--- src/hw/rtl/hdwc_pkg.sv ---
`timescale 1ns / 1ps
`default_nettype none
package hdwc_pkg;

  // Divider geometry: numerators up to 33 bits, denominators up to 40*65535.
  localparam int unsigned NumW = 33;
  localparam int unsigned DenW = 22;
  localparam int unsigned CntW = $clog2(NumW + 1);

  localparam logic [15:0] CmQ16    = 16'd655;
  localparam logic [12:0] LimitQ88 = 13'd5120;
  localparam logic [16:0] WOne     = 17'd65536;

  // Steering modes
  localparam logic [1:0] MODE_FWD   = 2'd0;
  localparam logic [1:0] MODE_LEFT  = 2'd1;
  localparam logic [1:0] MODE_RIGHT = 2'd2;

  // Register indexes
  localparam logic [3:0] REG_THRESH = 4'd0;
  localparam logic [3:0] REG_FWD    = 4'd1;
  localparam logic [3:0] REG_LTURN  = 4'd2;
  localparam logic [3:0] REG_RTURN  = 4'd3;
  localparam logic [3:0] REG_SLOPE  = 4'd4;
  localparam logic [3:0] REG_ICPT   = 4'd5;
  localparam logic [3:0] REG_RADIUS = 4'd6;
  localparam logic [3:0] REG_TRACK  = 4'd7;

  typedef enum logic [3:0] {
    OP_NONE,
    OP_LOAD,
    OP_MUL_DIFF,
    OP_MUL_SUM,
    OP_DIV_ANG,
    OP_AVG,
    OP_LIN_GO,
    OP_DIV_LIN,
    OP_AT_GO,
    OP_DIV_AT,
    OP_MUL_WL,
    OP_MUL_WA,
    OP_W_MAX,
    OP_MUL_EXT,
    OP_FIN
  } op_e;

  typedef struct packed {
    op_e  op;
    logic accept;
  } ctrl_cmd_t;

  typedef struct packed {
    logic div_done;
    logic out_free;
  } dp_status_t;

endpackage
`default_nettype wire

--- src/hw/rtl/hdwc_divider.sv ---
`timescale 1ns / 1ps
`default_nettype none
module hdwc_divider
  import hdwc_pkg::*;
(
  input  wire logic            clk_i,
  input  wire logic            rst_ni,
  input  wire logic            start_i,
  input  wire logic [NumW-1:0] num_i,
  input  wire logic [DenW-1:0] den_i,
  output logic                 done_o,
  output logic      [NumW-1:0] quot_o
);

  logic [NumW-1:0] num_q, num_d;
  logic [DenW-1:0] den_q;
  logic [DenW-1:0] rem_q, rem_d;
  logic [CntW-1:0] cnt_q, cnt_d;
  logic            busy_q, busy_d;
  logic            done_q, done_d;
  logic [DenW:0]   rem_sh;
  logic            qbit;

  // One quotient bit per cycle, restoring.
  always_comb begin
    rem_sh = {rem_q, num_q[NumW-1]};
    qbit   = (rem_sh >= {1'b0, den_q});
    num_d  = num_q;
    rem_d  = rem_q;
    cnt_d  = cnt_q;
    busy_d = busy_q;
    done_d = 1'b0;
    if (start_i) begin
      num_d  = num_i;
      rem_d  = '0;
      cnt_d  = CntW'(NumW);
      busy_d = 1'b1;
    end else if (busy_q) begin
      rem_d  = qbit ? DenW'(rem_sh - {1'b0, den_q}) : rem_sh[DenW-1:0];
      num_d  = {num_q[NumW-2:0], qbit};
      cnt_d  = cnt_q - 1'b1;
      if (cnt_q == CntW'(1)) begin
        busy_d = 1'b0;
        done_d = 1'b1;
      end
    end
  end

  always_ff @(posedge clk_i or negedge rst_ni) begin
    if (!rst_ni) begin
      busy_q <= 1'b0;
      done_q <= 1'b0;
      cnt_q  <= '0;
    end else begin
      busy_q <= busy_d;
      done_q <= done_d;
      cnt_q  <= cnt_d;
    end
  end

  always_ff @(posedge clk_i) begin
    num_q <= num_d;
    rem_q <= rem_d;
    if (start_i) den_q <= den_i;
  end

  assign done_o = done_q;
  assign quot_o = num_q;

endmodule
`default_nettype wire

--- src/hw/rtl/hdwc_datapath.sv ---
`timescale 1ns / 1ps
`default_nettype none
module hdwc_datapath
  import hdwc_pkg::*;
(
  input  wire logic        clk_i,
  input  wire logic        rst_ni,
  input  wire ctrl_cmd_t   cmd_i,
  output dp_status_t       status_o,
  input  wire logic [47:0] in_data_i,
  output logic      [55:0] out_data_o,
  output logic             out_valid_o,
  input  wire logic        out_ready_i,
  input  wire logic        cfg_valid_i,
  input  wire logic [3:0]  cfg_index_i,
  input  wire logic [63:0] cfg_data_i
);

  logic [63:0] thr_q;
  logic [15:0] fwd_q, slope_q, icpt_q, radius_q, track_q;
  logic [31:0] lts_q, rts_q;

  logic signed [15:0] yaw_q;
  logic        [14:0] lin_q;
  logic        [1:0]  mode_q, mode_d;
  logic        [15:0] ang_avg_q, lin_avg_q, prev_l_q, prev_r_q;
  logic signed [47:0] prod_q;
  logic               ang_neg_q;
  logic signed [17:0] exp_lin_q;
  logic        [27:0] lin_sc_q, ang_sc_q;
  logic        [16:0] wl_q, w_q;
  logic               out_valid_q;
  logic        [55:0] out_data_q;

  logic [15:0] r_eff, t_eff, maxw;
  logic signed [17:0] mul_a;
  logic signed [29:0] mul_b;
  logic [47:0] prod_mag;
  logic            div_start, div_done;
  logic [NumW-1:0] div_num, div_quot;
  logic [DenW-1:0] div_den;
  logic signed [15:0] th_fl, th_fr, th_lf, th_rf, in_angle;

  // Configuration registers
  always_ff @(posedge clk_i or negedge rst_ni) begin
    if (!rst_ni) begin
      thr_q    <= '0;
      fwd_q    <= '0;
      lts_q    <= '0;
      rts_q    <= '0;
      slope_q  <= 16'd256;
      icpt_q   <= '0;
      radius_q <= 16'd3277;
      track_q  <= 16'd9830;
    end else if (cfg_valid_i) begin
      case (cfg_index_i)
        REG_THRESH: thr_q    <= cfg_data_i;
        REG_FWD:    fwd_q    <= cfg_data_i[15:0];
        REG_LTURN:  lts_q    <= cfg_data_i[31:0];
        REG_RTURN:  rts_q    <= cfg_data_i[31:0];
        REG_SLOPE:  slope_q  <= cfg_data_i[15:0];
        REG_ICPT:   icpt_q   <= cfg_data_i[15:0];
        REG_RADIUS: radius_q <= cfg_data_i[15:0];
        REG_TRACK:  track_q  <= cfg_data_i[15:0];
        default: ;
      endcase
    end
  end

  assign r_eff = (radius_q == '0) ? 16'd1 : radius_q;
  assign t_eff = (track_q == '0) ? 16'd1 : track_q;
  assign maxw  = (r_eff < CmQ16) ? 16'd0 : 16'(r_eff - CmQ16);

  // Steering transition, evaluated on the incoming angle
  assign in_angle = in_data_i[15:0];
  assign th_fl = thr_q[15:0];
  assign th_fr = thr_q[31:16];
  assign th_lf = thr_q[47:32];
  assign th_rf = thr_q[63:48];
  always_comb begin
    case (mode_q)
      MODE_LEFT:  mode_d = (in_angle < th_lf) ? MODE_FWD : MODE_LEFT;
      MODE_RIGHT: mode_d = (in_angle > th_rf) ? MODE_FWD : MODE_RIGHT;
      default: begin
        if (in_angle > th_fl)      mode_d = MODE_LEFT;
        else if (in_angle < th_fr) mode_d = MODE_RIGHT;
        else                       mode_d = MODE_FWD;
      end
    endcase
  end

  // Shared multiplier operand select
  always_comb begin
    mul_a = '0;
    mul_b = '0;
    case (cmd_i.op)
      OP_MUL_DIFF: begin
        mul_a = 18'($signed(prev_l_q)) - 18'($signed(prev_r_q));
        mul_b = {14'd0, r_eff};
      end
      OP_MUL_SUM: begin
        mul_a = 18'($signed(prev_l_q)) + 18'($signed(prev_r_q));
        mul_b = {14'd0, r_eff};
      end
      OP_LIN_GO: begin
        mul_a = {2'd0, ang_avg_q};
        mul_b = {14'd0, t_eff};
      end
      OP_MUL_WL: begin
        mul_a = 18'($signed(slope_q));
        mul_b = {2'd0, lin_sc_q};
      end
      OP_MUL_WA: begin
        mul_a = 18'($signed(slope_q));
        mul_b = {2'd0, ang_sc_q};
      end
      OP_MUL_EXT: begin
        mul_a = {1'b0, w_q};
        mul_b = {14'd0, maxw};
      end
      default: ;
    endcase
  end

  assign prod_mag = prod_q[47] ? 48'(-prod_q) : 48'(prod_q);

  // Divider operand select
  always_comb begin
    div_start = 1'b0;
    div_num   = '0;
    div_den   = '0;
    case (cmd_i.op)
      OP_MUL_SUM: begin
        div_start = 1'b1;
        div_num   = prod_mag[NumW-1:0] + NumW'(t_eff[15:1]);
        div_den   = DenW'(t_eff);
      end
      OP_LIN_GO: begin
        div_start = 1'b1;
        div_num   = {1'b0, lin_avg_q, 16'd0};
        div_den   = (DenW'(r_eff) << 4) + (DenW'(r_eff) << 2);
      end
      OP_AT_GO: begin
        div_start = 1'b1;
        div_num   = prod_q[NumW-1:0];
        div_den   = (DenW'(r_eff) << 5) + (DenW'(r_eff) << 3);
      end
      default: ;
    endcase
  end

  hdwc_divider u_div (
    .clk_i   (clk_i),
    .rst_ni  (rst_ni),
    .start_i (div_start),
    .num_i   (div_num),
    .den_i   (div_den),
    .done_o  (div_done),
    .quot_o  (div_quot)
  );

  function automatic logic [16:0] weg_clamp(input logic signed [47:0] p,
                                            input logic [15:0] icpt);
    logic signed [47:0] v;
    v = p + (48'($signed(icpt)) <<< 8);
    if (v < 0)                        weg_clamp = '0;
    else if (v > $signed({31'd0, WOne})) weg_clamp = WOne;
    else                              weg_clamp = v[16:0];
  endfunction

  // Error averaging terms, wheel command limits and the extension setpoint
  logic signed [34:0] exp_ang;
  logic signed [35:0] ang_diff, ang_abs;
  logic signed [18:0] lin_diff, lin_abs;
  logic        [15:0] ang_err, lin_err;
  logic        [33:0] lin_round;
  logic        [16:0] wa;
  logic        [12:0] lim;
  logic signed [15:0] lim_s, cmd_l, cmd_r, cl, cr;
  logic        [47:0] ext_sum;
  logic        [15:0] ext;

  always_comb begin
    exp_ang   = ang_neg_q ? -$signed({2'b0, div_quot}) : $signed({2'b0, div_quot});
    ang_diff  = 36'(yaw_q) - 36'(exp_ang);
    ang_abs   = ang_diff[35] ? -ang_diff : ang_diff;
    ang_err   = (ang_abs > 36'sd65535) ? 16'hFFFF : ang_abs[15:0];
    lin_diff  = $signed({4'd0, lin_q}) - 19'(exp_lin_q);
    lin_abs   = lin_diff[18] ? -lin_diff : lin_diff;
    lin_err   = (lin_abs > 19'sd65535) ? 16'hFFFF : lin_abs[15:0];
    lin_round = {1'b0, prod_mag[32:0]} + 34'd65536;
    wa        = weg_clamp(prod_q, icpt_q);
    lim       = LimitQ88 - w_q[16:4];
    lim_s     = $signed({3'd0, lim});
    case (mode_q)
      MODE_LEFT: begin
        cmd_l = lts_q[15:0];
        cmd_r = lts_q[31:16];
      end
      MODE_RIGHT: begin
        cmd_l = rts_q[15:0];
        cmd_r = rts_q[31:16];
      end
      default: begin
        cmd_l = fwd_q;
        cmd_r = fwd_q;
      end
    endcase
    cl = (cmd_l > lim_s) ? lim_s : ((cmd_l < -lim_s) ? -lim_s : cmd_l);
    cr = (cmd_r > lim_s) ? lim_s : ((cmd_r < -lim_s) ? -lim_s : cmd_r);
    ext_sum = 48'(prod_q) + 48'd32768;
    ext     = (ext_sum[47:32] != '0) ? 16'hFFFF : ext_sum[31:16];
  end

  // State that the reset defines
  always_ff @(posedge clk_i or negedge rst_ni) begin
    if (!rst_ni) begin
      mode_q      <= MODE_FWD;
      ang_avg_q   <= '0;
      lin_avg_q   <= '0;
      prev_l_q    <= '0;
      prev_r_q    <= '0;
      out_valid_q <= 1'b0;
    end else begin
      if (cmd_i.accept) mode_q <= mode_d;
      if (cmd_i.op == OP_AVG) begin
        ang_avg_q <= 16'(({2'd0, ang_err} + {1'b0, ang_avg_q, 1'b0} + {2'd0, ang_avg_q}) >> 2);
        lin_avg_q <= 16'(({2'd0, lin_err} + {1'b0, lin_avg_q, 1'b0} + {2'd0, lin_avg_q}) >> 2);
      end
      if (cmd_i.op == OP_FIN && status_o.out_free) begin
        prev_l_q    <= cl;
        prev_r_q    <= cr;
        out_valid_q <= 1'b1;
      end else if (out_ready_i) begin
        out_valid_q <= 1'b0;
      end
    end
  end

  // Working registers
  always_ff @(posedge clk_i) begin
    if (cmd_i.accept) begin
      lin_q   <= in_data_i[30:16];
      yaw_q   <= in_data_i[46:31];
    end
    case (cmd_i.op)
      OP_MUL_DIFF, OP_MUL_SUM, OP_LIN_GO, OP_MUL_WL, OP_MUL_WA, OP_MUL_EXT:
        prod_q <= mul_a * mul_b;
      default: ;
    endcase
    if (cmd_i.op == OP_MUL_SUM) ang_neg_q <= prod_q[47];
    if (cmd_i.op == OP_DIV_ANG) begin
      // expected speed is the negated wheel sum, so the sign flips
      exp_lin_q <= prod_q[47] ? $signed({2'b0, lin_round[32:17]})
                              : -$signed({2'b0, lin_round[32:17]});
    end
    if (cmd_i.op == OP_DIV_LIN && div_done) lin_sc_q <= div_quot[27:0];
    if (cmd_i.op == OP_DIV_AT && div_done)  ang_sc_q <= div_quot[27:0];
    if (cmd_i.op == OP_MUL_WA) wl_q <= wa;
    if (cmd_i.op == OP_W_MAX)  w_q  <= (wa > wl_q) ? wa : wl_q;
    if (cmd_i.op == OP_FIN && status_o.out_free)
      out_data_q <= {6'd0, ext, cr, cl, mode_q};
  end

  assign status_o.div_done = div_done;
  assign status_o.out_free = !out_valid_q || out_ready_i;
  assign out_valid_o = out_valid_q;
  assign out_data_o  = out_data_q;

endmodule
`default_nettype wire

--- src/hw/rtl/hdwc_ctrl.sv ---
`timescale 1ns / 1ps
`default_nettype none
module hdwc_ctrl
  import hdwc_pkg::*;
(
  input  wire logic       clk_i,
  input  wire logic       rst_ni,
  input  wire logic       in_valid_i,
  output logic            in_ready_o,
  input  wire dp_status_t status_i,
  output ctrl_cmd_t       cmd_o
);

  typedef enum logic [13:0] {
    S_IDLE     = 14'b00000000000001,
    S_MUL_DIFF = 14'b00000000000010,
    S_MUL_SUM  = 14'b00000000000100,
    S_DIV_ANG  = 14'b00000000001000,
    S_AVG      = 14'b00000000010000,
    S_LIN_GO   = 14'b00000000100000,
    S_DIV_LIN  = 14'b00000001000000,
    S_AT_GO    = 14'b00000010000000,
    S_DIV_AT   = 14'b00000100000000,
    S_MUL_WL   = 14'b00001000000000,
    S_MUL_WA   = 14'b00010000000000,
    S_W_MAX    = 14'b00100000000000,
    S_MUL_EXT  = 14'b01000000000000,
    S_FIN      = 14'b10000000000000
  } state_e;

  state_e state_q, state_d;

  always_comb begin
    state_d    = state_q;
    cmd_o.op   = OP_NONE;
    cmd_o.accept = 1'b0;
    case (state_q)
      S_IDLE: begin
        cmd_o.op     = OP_LOAD;
        cmd_o.accept = in_valid_i;
        if (in_valid_i) state_d = S_MUL_DIFF;
      end
      S_MUL_DIFF: begin
        cmd_o.op = OP_MUL_DIFF;
        state_d  = S_MUL_SUM;
      end
      S_MUL_SUM: begin
        cmd_o.op = OP_MUL_SUM;
        state_d  = S_DIV_ANG;
      end
      S_DIV_ANG: begin
        cmd_o.op = OP_DIV_ANG;
        if (status_i.div_done) state_d = S_AVG;
      end
      S_AVG: begin
        cmd_o.op = OP_AVG;
        state_d  = S_LIN_GO;
      end
      S_LIN_GO: begin
        cmd_o.op = OP_LIN_GO;
        state_d  = S_DIV_LIN;
      end
      S_DIV_LIN: begin
        cmd_o.op = OP_DIV_LIN;
        if (status_i.div_done) state_d = S_AT_GO;
      end
      S_AT_GO: begin
        cmd_o.op = OP_AT_GO;
        state_d  = S_DIV_AT;
      end
      S_DIV_AT: begin
        cmd_o.op = OP_DIV_AT;
        if (status_i.div_done) state_d = S_MUL_WL;
      end
      S_MUL_WL: begin
        cmd_o.op = OP_MUL_WL;
        state_d  = S_MUL_WA;
      end
      S_MUL_WA: begin
        cmd_o.op = OP_MUL_WA;
        state_d  = S_W_MAX;
      end
      S_W_MAX: begin
        cmd_o.op = OP_W_MAX;
        state_d  = S_MUL_EXT;
      end
      S_MUL_EXT: begin
        cmd_o.op = OP_MUL_EXT;
        state_d  = S_FIN;
      end
      S_FIN: begin
        cmd_o.op = OP_FIN;
        if (status_i.out_free) state_d = S_IDLE;
      end
      default: state_d = S_IDLE;
    endcase
  end

  always_ff @(posedge clk_i or negedge rst_ni) begin
    if (!rst_ni) begin
      state_q <= S_IDLE;
    end else begin
      state_q <= state_d;
    end
  end

  assign in_ready_o = (state_q == S_IDLE);

`ifndef ASSERT_OFF
  a_done_in_wait: assert property (@(posedge clk_i) disable iff (!rst_ni)
    status_i.div_done |-> (state_q == S_DIV_ANG || state_q == S_DIV_LIN ||
                           state_q == S_DIV_AT))
    else $error("divider finished outside a wait state");
  a_accept_starts: assert property (@(posedge clk_i) disable iff (!rst_ni)
    (in_valid_i && in_ready_o) |=> (state_q == S_MUL_DIFF))
    else $error("accepted item did not start the sequence");
  a_fin_holds: assert property (@(posedge clk_i) disable iff (!rst_ni)
    (state_q == S_FIN && !status_i.out_free) |=> (state_q == S_FIN))
    else $error("result dropped while output slot busy");
`endif

endmodule
`default_nettype wire

--- src/hw/rtl/heading_fsm_weg_drive_controller_unit.sv ---
`timescale 1ns / 1ps
`default_nettype none
// Heading steering and weg extension controller, one control tick per item.
// Channels:
//   s_axis  - one tick: heading angle, measured speed, measured yaw rate.
//   m_axis  - one result per tick: steering mode, both wheel commands and
//             the weg extension setpoint.
//   cfg     - register writes (index, data); always ready, take effect at
//             once. Write only while no tick is in flight.
// A tick occupies the block from one s_axis transfer to the next: three
// passes through the shared bit-serial divider, ten multiply and update
// steps and the idle state that takes the transfer.
// s_axis_tready is high only between ticks.
// The result sits in an output register: the next tick can be accepted
// while it waits, and it is held unchanged until m_axis_tready is seen.
// A stalled receiver holds the block at the end of the following tick.
// Reset: steering mode forward, error averages and previous commands zero,
// registers to their documented defaults; no output is pending.
module heading_fsm_weg_drive_controller_unit
  import hdwc_pkg::*;
(
  input  wire logic        clk_i,
  input  wire logic        rst_ni,
  input  wire logic        s_axis_tvalid_i,
  output logic             s_axis_tready_o,
  // heading_angle[15:0], measured_linear_speed[30:16], measured_yaw_rate[46:31]
  input  wire logic [47:0] s_axis_tdata_i,
  output logic             m_axis_tvalid_o,
  input  wire logic        m_axis_tready_i,
  // steer_mode[1:0], left_wheel_cmd[17:2], right_wheel_cmd[33:18],
  // extension_target[49:34]
  output logic      [55:0] m_axis_tdata_o,
  input  wire logic        cfg_valid_i,
  output logic             cfg_ready_o,
  input  wire logic [3:0]  cfg_index_i,
  input  wire logic [63:0] cfg_data_i
);

  ctrl_cmd_t  cmd;
  dp_status_t status;

  // Sequence the tick
  hdwc_ctrl u_ctrl (
    .clk_i      (clk_i),
    .rst_ni     (rst_ni),
    .in_valid_i (s_axis_tvalid_i),
    .in_ready_o (s_axis_tready_o),
    .status_i   (status),
    .cmd_o      (cmd)
  );

  // Arithmetic, state and the output register
  hdwc_datapath u_dp (
    .clk_i       (clk_i),
    .rst_ni      (rst_ni),
    .cmd_i       (cmd),
    .status_o    (status),
    .in_data_i   (s_axis_tdata_i),
    .out_data_o  (m_axis_tdata_o),
    .out_valid_o (m_axis_tvalid_o),
    .out_ready_i (m_axis_tready_i),
    .cfg_valid_i (cfg_valid_i),
    .cfg_index_i (cfg_index_i),
    .cfg_data_i  (cfg_data_i)
  );

  assign cfg_ready_o = 1'b1;

endmodule
`default_nettype wire
--- config.mk ---
export PLATFORM = sky130hd
export DESIGN_NAME = heading_fsm_weg_drive_controller_unit
export DESIGN_NICKNAME = d
export VERILOG_FILES = /design/src/hw/rtl/hdwc_pkg.sv /design/src/hw/rtl/hdwc_divider.sv /design/src/hw/rtl/hdwc_datapath.sv /design/src/hw/rtl/hdwc_ctrl.sv /design/src/hw/rtl/heading_fsm_weg_drive_controller_unit.sv
export SDC_FILE = /design/constraint.sdc
export NUM_CORES = 2
export LEC_CHECK = 0
export ABC_AREA = 1
export BUFFER_PORTS_ARGS = -buffer_cell sky130_fd_sc_hd__buf_2
export CAP_MARGIN = 30
export CORE_ASPECT_RATIO = 0.9
export CORE_MARGIN = 2
export CORE_UTILIZATION = 45
export DETAILED_ROUTE_END_ITERATION = 6
export GPL_TIMING_DRIVEN = 0
export PLACE_DENSITY = 0.71
export SETUP_SLACK_MARGIN = 0.5
export SYNTH_ARGS = -nofsm -noshare
export SYNTH_HDL_FRONTEND = slang
export SYNTH_SLANG_ARGS = --single-unit
--- constraint.sdc ---
create_clock -name clk_i -period 19.4 [get_ports clk_i]
set_clock_uncertainty 0.05 [all_clocks]
set_input_delay 0.97 -clock clk_i [delete_from_list [all_inputs] [get_ports clk_i]]
set_output_delay 0.97 -clock clk_i [all_outputs]
set_load 0.02 [all_outputs]
==> results.yml <==
status:
  outcome: "complete, but fails checks"
  violations: "design-rule violations"
synth:
  syn_avg_cell_area_um2: 7.80
  post_synth_edffs: 292
  synth-seq-cells: 611
  synthesis.area_um2: 61400
  distinct_cell_type_count_of_the_synthesized_netlist: 81
  synth_async_sr_flop_share: 0.486
  syn_inst: 7870
  synth_ff_type: "sky130_fd_sc_hd__edfxtp_1"
  fraction_of_the_yosys_area_taken_by_sequential_cells: 0.271
  synth_warnings: 0
timing:
  worst_pin_slew_ns: 1.08
  post-route-min-period_ns: 11.24
  max_freq_mhz: 89.0
  setup_repair_after_global_routing_missed_its_margin: "false"
  report.final.hold_viol_count: 0
  finalSetupViolCount: 0
  fin_setup_tns_ns: 0
  finalMaxSlewViolations: 0
  slew_headroom: 0.277
  layout_worst_path_cycle_share: 0.579
floorplanning:
  dieArea_um2: 139000
  top_level_ports: 180
  floorplan.initialDensity: 0.454
  dieWidth_um: 393
  std_cell_rows: 128
  die_h_um: 354
  floorplan_core_area_um2: 135000
route:
  dr_total_vias: 55400
  antenna_left: 0
  drt_drc: 1
  drt_first_pass_iters: 7
  route.detailed.vias_per_inst: 5.53
  wl_um: 214000
  wl_per_cell_um: 21.4
  drt-initial-drc-count: 5559
worst_setup_path:
  path_common_cell: "sky130_fd_sc_hd__nor2_1"
  regToRegStartpoint: "u_ctrl.state_q[10]"
  regToRegSetupSlack_ns: 8.16
  setup.worst_path.end: "u_dp.prod_q[43]"
  crit_slowest_cell: "sky130_fd_sc_hd__clkbuf_1"
  critical_path.startpoint: "u_ctrl.state_q[10]"
  r2r-end: "u_dp.prod_q[43]"
  cp.required_ns: 19.84
  path_class: "reg -> reg"
  arrival_time_at_the_worst_endpoint_ns: 11.69
  end_kind: "flop"
  top_fanout_value_on_the_critical_path: 10
  reg2reg_depth: 37
  slowest_delay_ns: 0.73
  setup.worst_path.start_class: "flop"
clock_tree:
  cts_max_level: 3
  cts_tree: "done"
  ctsLongestPathBuffers: 3
  cts_made_buffers: 69
  clock_sink_count: 611
  clk_root_buffer_cell: "sky130_fd_sc_hd__clkbuf_16"
  clock_latency_ns: 0.67
  post_cts.resized_instances: 0
  post_cts_buffers: 0
  clock_pin_slew_of_the_registers_on_the_worst_case_setup_and_hold_paths_ns: 0.06
  cts_hold_buffers: 0
global_route:
  pin_count_of_the_biggest_net_entering_global_routing: 108
  grt_pass1_wl_um: 325000
  via_count_of_the_first_global_routing_pass: 54000
  gr-usage-all-layers: 0.305
  antenna_found_initial: 7
  grt-ovfl-total: 0
placement:
  numPortBuffers: 170
  hpwlAfterDp_um: 176000
  finalWeightedCongestion: 1.09
power:
  pwr_density_cell_nw_per_um2: 132
  totalPowerFinal_mw: 8.87
  netSwitchingFraction: 0.517
  worst_voltage_drop_across_the_vdd_grid_v: 0.000127
  portion_of_total_power_attributed_to_combinational_logic: 0.615
  switching_power_mw: 4.59
  p_leak_nw: 33.9
  seq_power_share: 0.226
  power.clock.fraction: 0.159
  intPower_mw: 4.28
finish:
  final_net_count: 9232
  mostFrequentLayoutCell: "sky130_fd_sc_hd__nand2_1"
  ff_latch_area_um2: 16700
  multi_input_combinational_cell_area_um2: 38000
  fillerInstances: 13200
  layout-drive-gt1-share: 0.0679
  final_core_utilization: 0.498
  area.growth.synth_to_final_pct: 9.80
  most-common-layout-cells: "1800 x sky130_fd_sc_hd__nand2_1, 1499 x sky130_fd_sc_hd__inv_1, 572 x sky130_fd_sc_hd__nor2_1"
worst_hold_path:
  min_path_type: "in -> async"
job:
  cap_viol_max_count: 0
==> metal layers <==
metal / vias to the layer above / routed length [um] / GRT usage
met5: - / 119 / 0.00404
met4: 12 / 8520 / 0.104
met3: 459 / 23900 / 0.0942
met2: 2509 / 91500 / 0.461
met1: 26800 / 90200 / 0.414
li1: 25700 / - / -
==> stage by stage <==
| stage | hold WS (ns) | cell area [um2] | worst slack (ns) | std cells |
|---|---|---|---|---|
| floorplan | 0.395 | 61400 | 10.74 | 7875 |
| global placement | 0.410 | 64500 | 8.11 | 9865 |
| detailed placement | 0.421 | 64900 | 8.53 | 9890 |
| CTS | 0.0484 | 67300 | 8.43 | 10000 |
| global route | 0.0634 | 67400 | 7.78 | 10000 |
| finish | 0.0770 | 67400 | 8.16 | 10000 |
==> registers in the layout, indices dropped and copies added, names as in the netlist, 17 cells and up <==
name,count
u_dp.ang_sc_q,28
u_dp.exp_lin_q,18
u_dp.lin_sc_q,28
u_dp.lts_q,32
u_dp.out_data_o,50
u_dp.prod_q,47
u_dp.rts_q,32
u_dp.thr_q,64
u_dp.u_div.den_q,22
u_dp.u_div.quot_o,33
u_dp.u_div.rem_q,22
u_dp.w_q,17
u_dp.wl_q,17
==> worst min path at each step <==
stage | end | cells past startpoint
final | u_dp.ang_avg_q[8] | 1
after detailed placement | u_dp.ang_avg_q[14] | 2
after global placement | u_dp.fwd_q[13] | 2
after global routing | u_dp.lin_avg_q[13] | 1
after CTS | u_dp.lin_avg_q[13] | 1
after floorplan | u_dp.ang_sc_q[23] | 0
==> Yosys cell counts, drive strengths merged (17+ instances only) <==
master | n | area share
xor2 | 200 | 0.030
dfxtp | 22 | 0.0072
fa | 456 | 0.15
nand2 | 1832 | 0.11
o21ai | 481 | 0.039
a21oi | 411 | 0.034
o22ai | 27 | 0.0028
nor3 | 88 | 0.0080
dfrtp | 281 | 0.11
or2 | 32 | 0.0033
a221o | 33 | 0.0054
nand3 | 243 | 0.021
inv | 1535 | 0.094
xnor2 | 105 | 0.015
nor2 | 609 | 0.040
clkbuf | 201 | 0.012
o21bai | 25 | 0.0031
clkinv | 19 | 0.0012
buf | 46 | 0.0041
o221ai | 39 | 0.0057
nand4 | 84 | 0.0086
o2111ai | 17 | 0.0024
nor4 | 40 | 0.0046
a221oi | 25 | 0.0040
o211ai | 32 | 0.0040
ha | 503 | 0.10
a31oi | 31 | 0.0033
edfxtp | 292 | 0.14
o2bb2ai | 18 | 0.0026
==> worst max-delay path, delay by kind of cell (launching register included) <==
family                     cells  cell delay, ns
adders and majority gates      7            3.52
AOI/OAI and AO/OA             11            2.62
buffers and inverters          8            2.24
and+or+nand+nor               10            2.01
DFF                            1            0.37
xor gates and xnor gates       1            0.20
==> power by group through the flow <==
stage                     sequential [mW]  clock (mW)  combinational [mW]
after global placement               2.01           0                5.19
after detailed placement             2.00           0                5.30
after floorplan                      1.86           0                3.81
after global routing                 2.01        1.47                6.07
final                                2.00        1.41                5.46
after CTS                            1.98        1.42                5.33
==> final cells by class <==
cell class,count,share of cell area
multi-input cells,5463,0.563
flip-flops and latches,611,0.247
inverters,1554,0.0865
well taps,1820,0.0338
clock buffers,83,0.0275
repair buffers,206,0.0193
plain buffers,247,0.0151
clock inverters,42,0.00752
diodes,5,0.000186
==> cell families after synthesis <==
kind of cell / after synthesis / share of synthesized area
adders and majority gates: 959 / 0.251
muxes: 2 / 0.000367
buffers and inverters: 1801 / 0.111
other: 2 / 0.000122
and+or+nand+nor: 2956 / 0.202
DFF: 611 / 0.271
xor gates and xnor gates: 305 / 0.0449
AOI/OAI and AO/OA: 1234 / 0.118
Power figures use the tool's default switching activity.
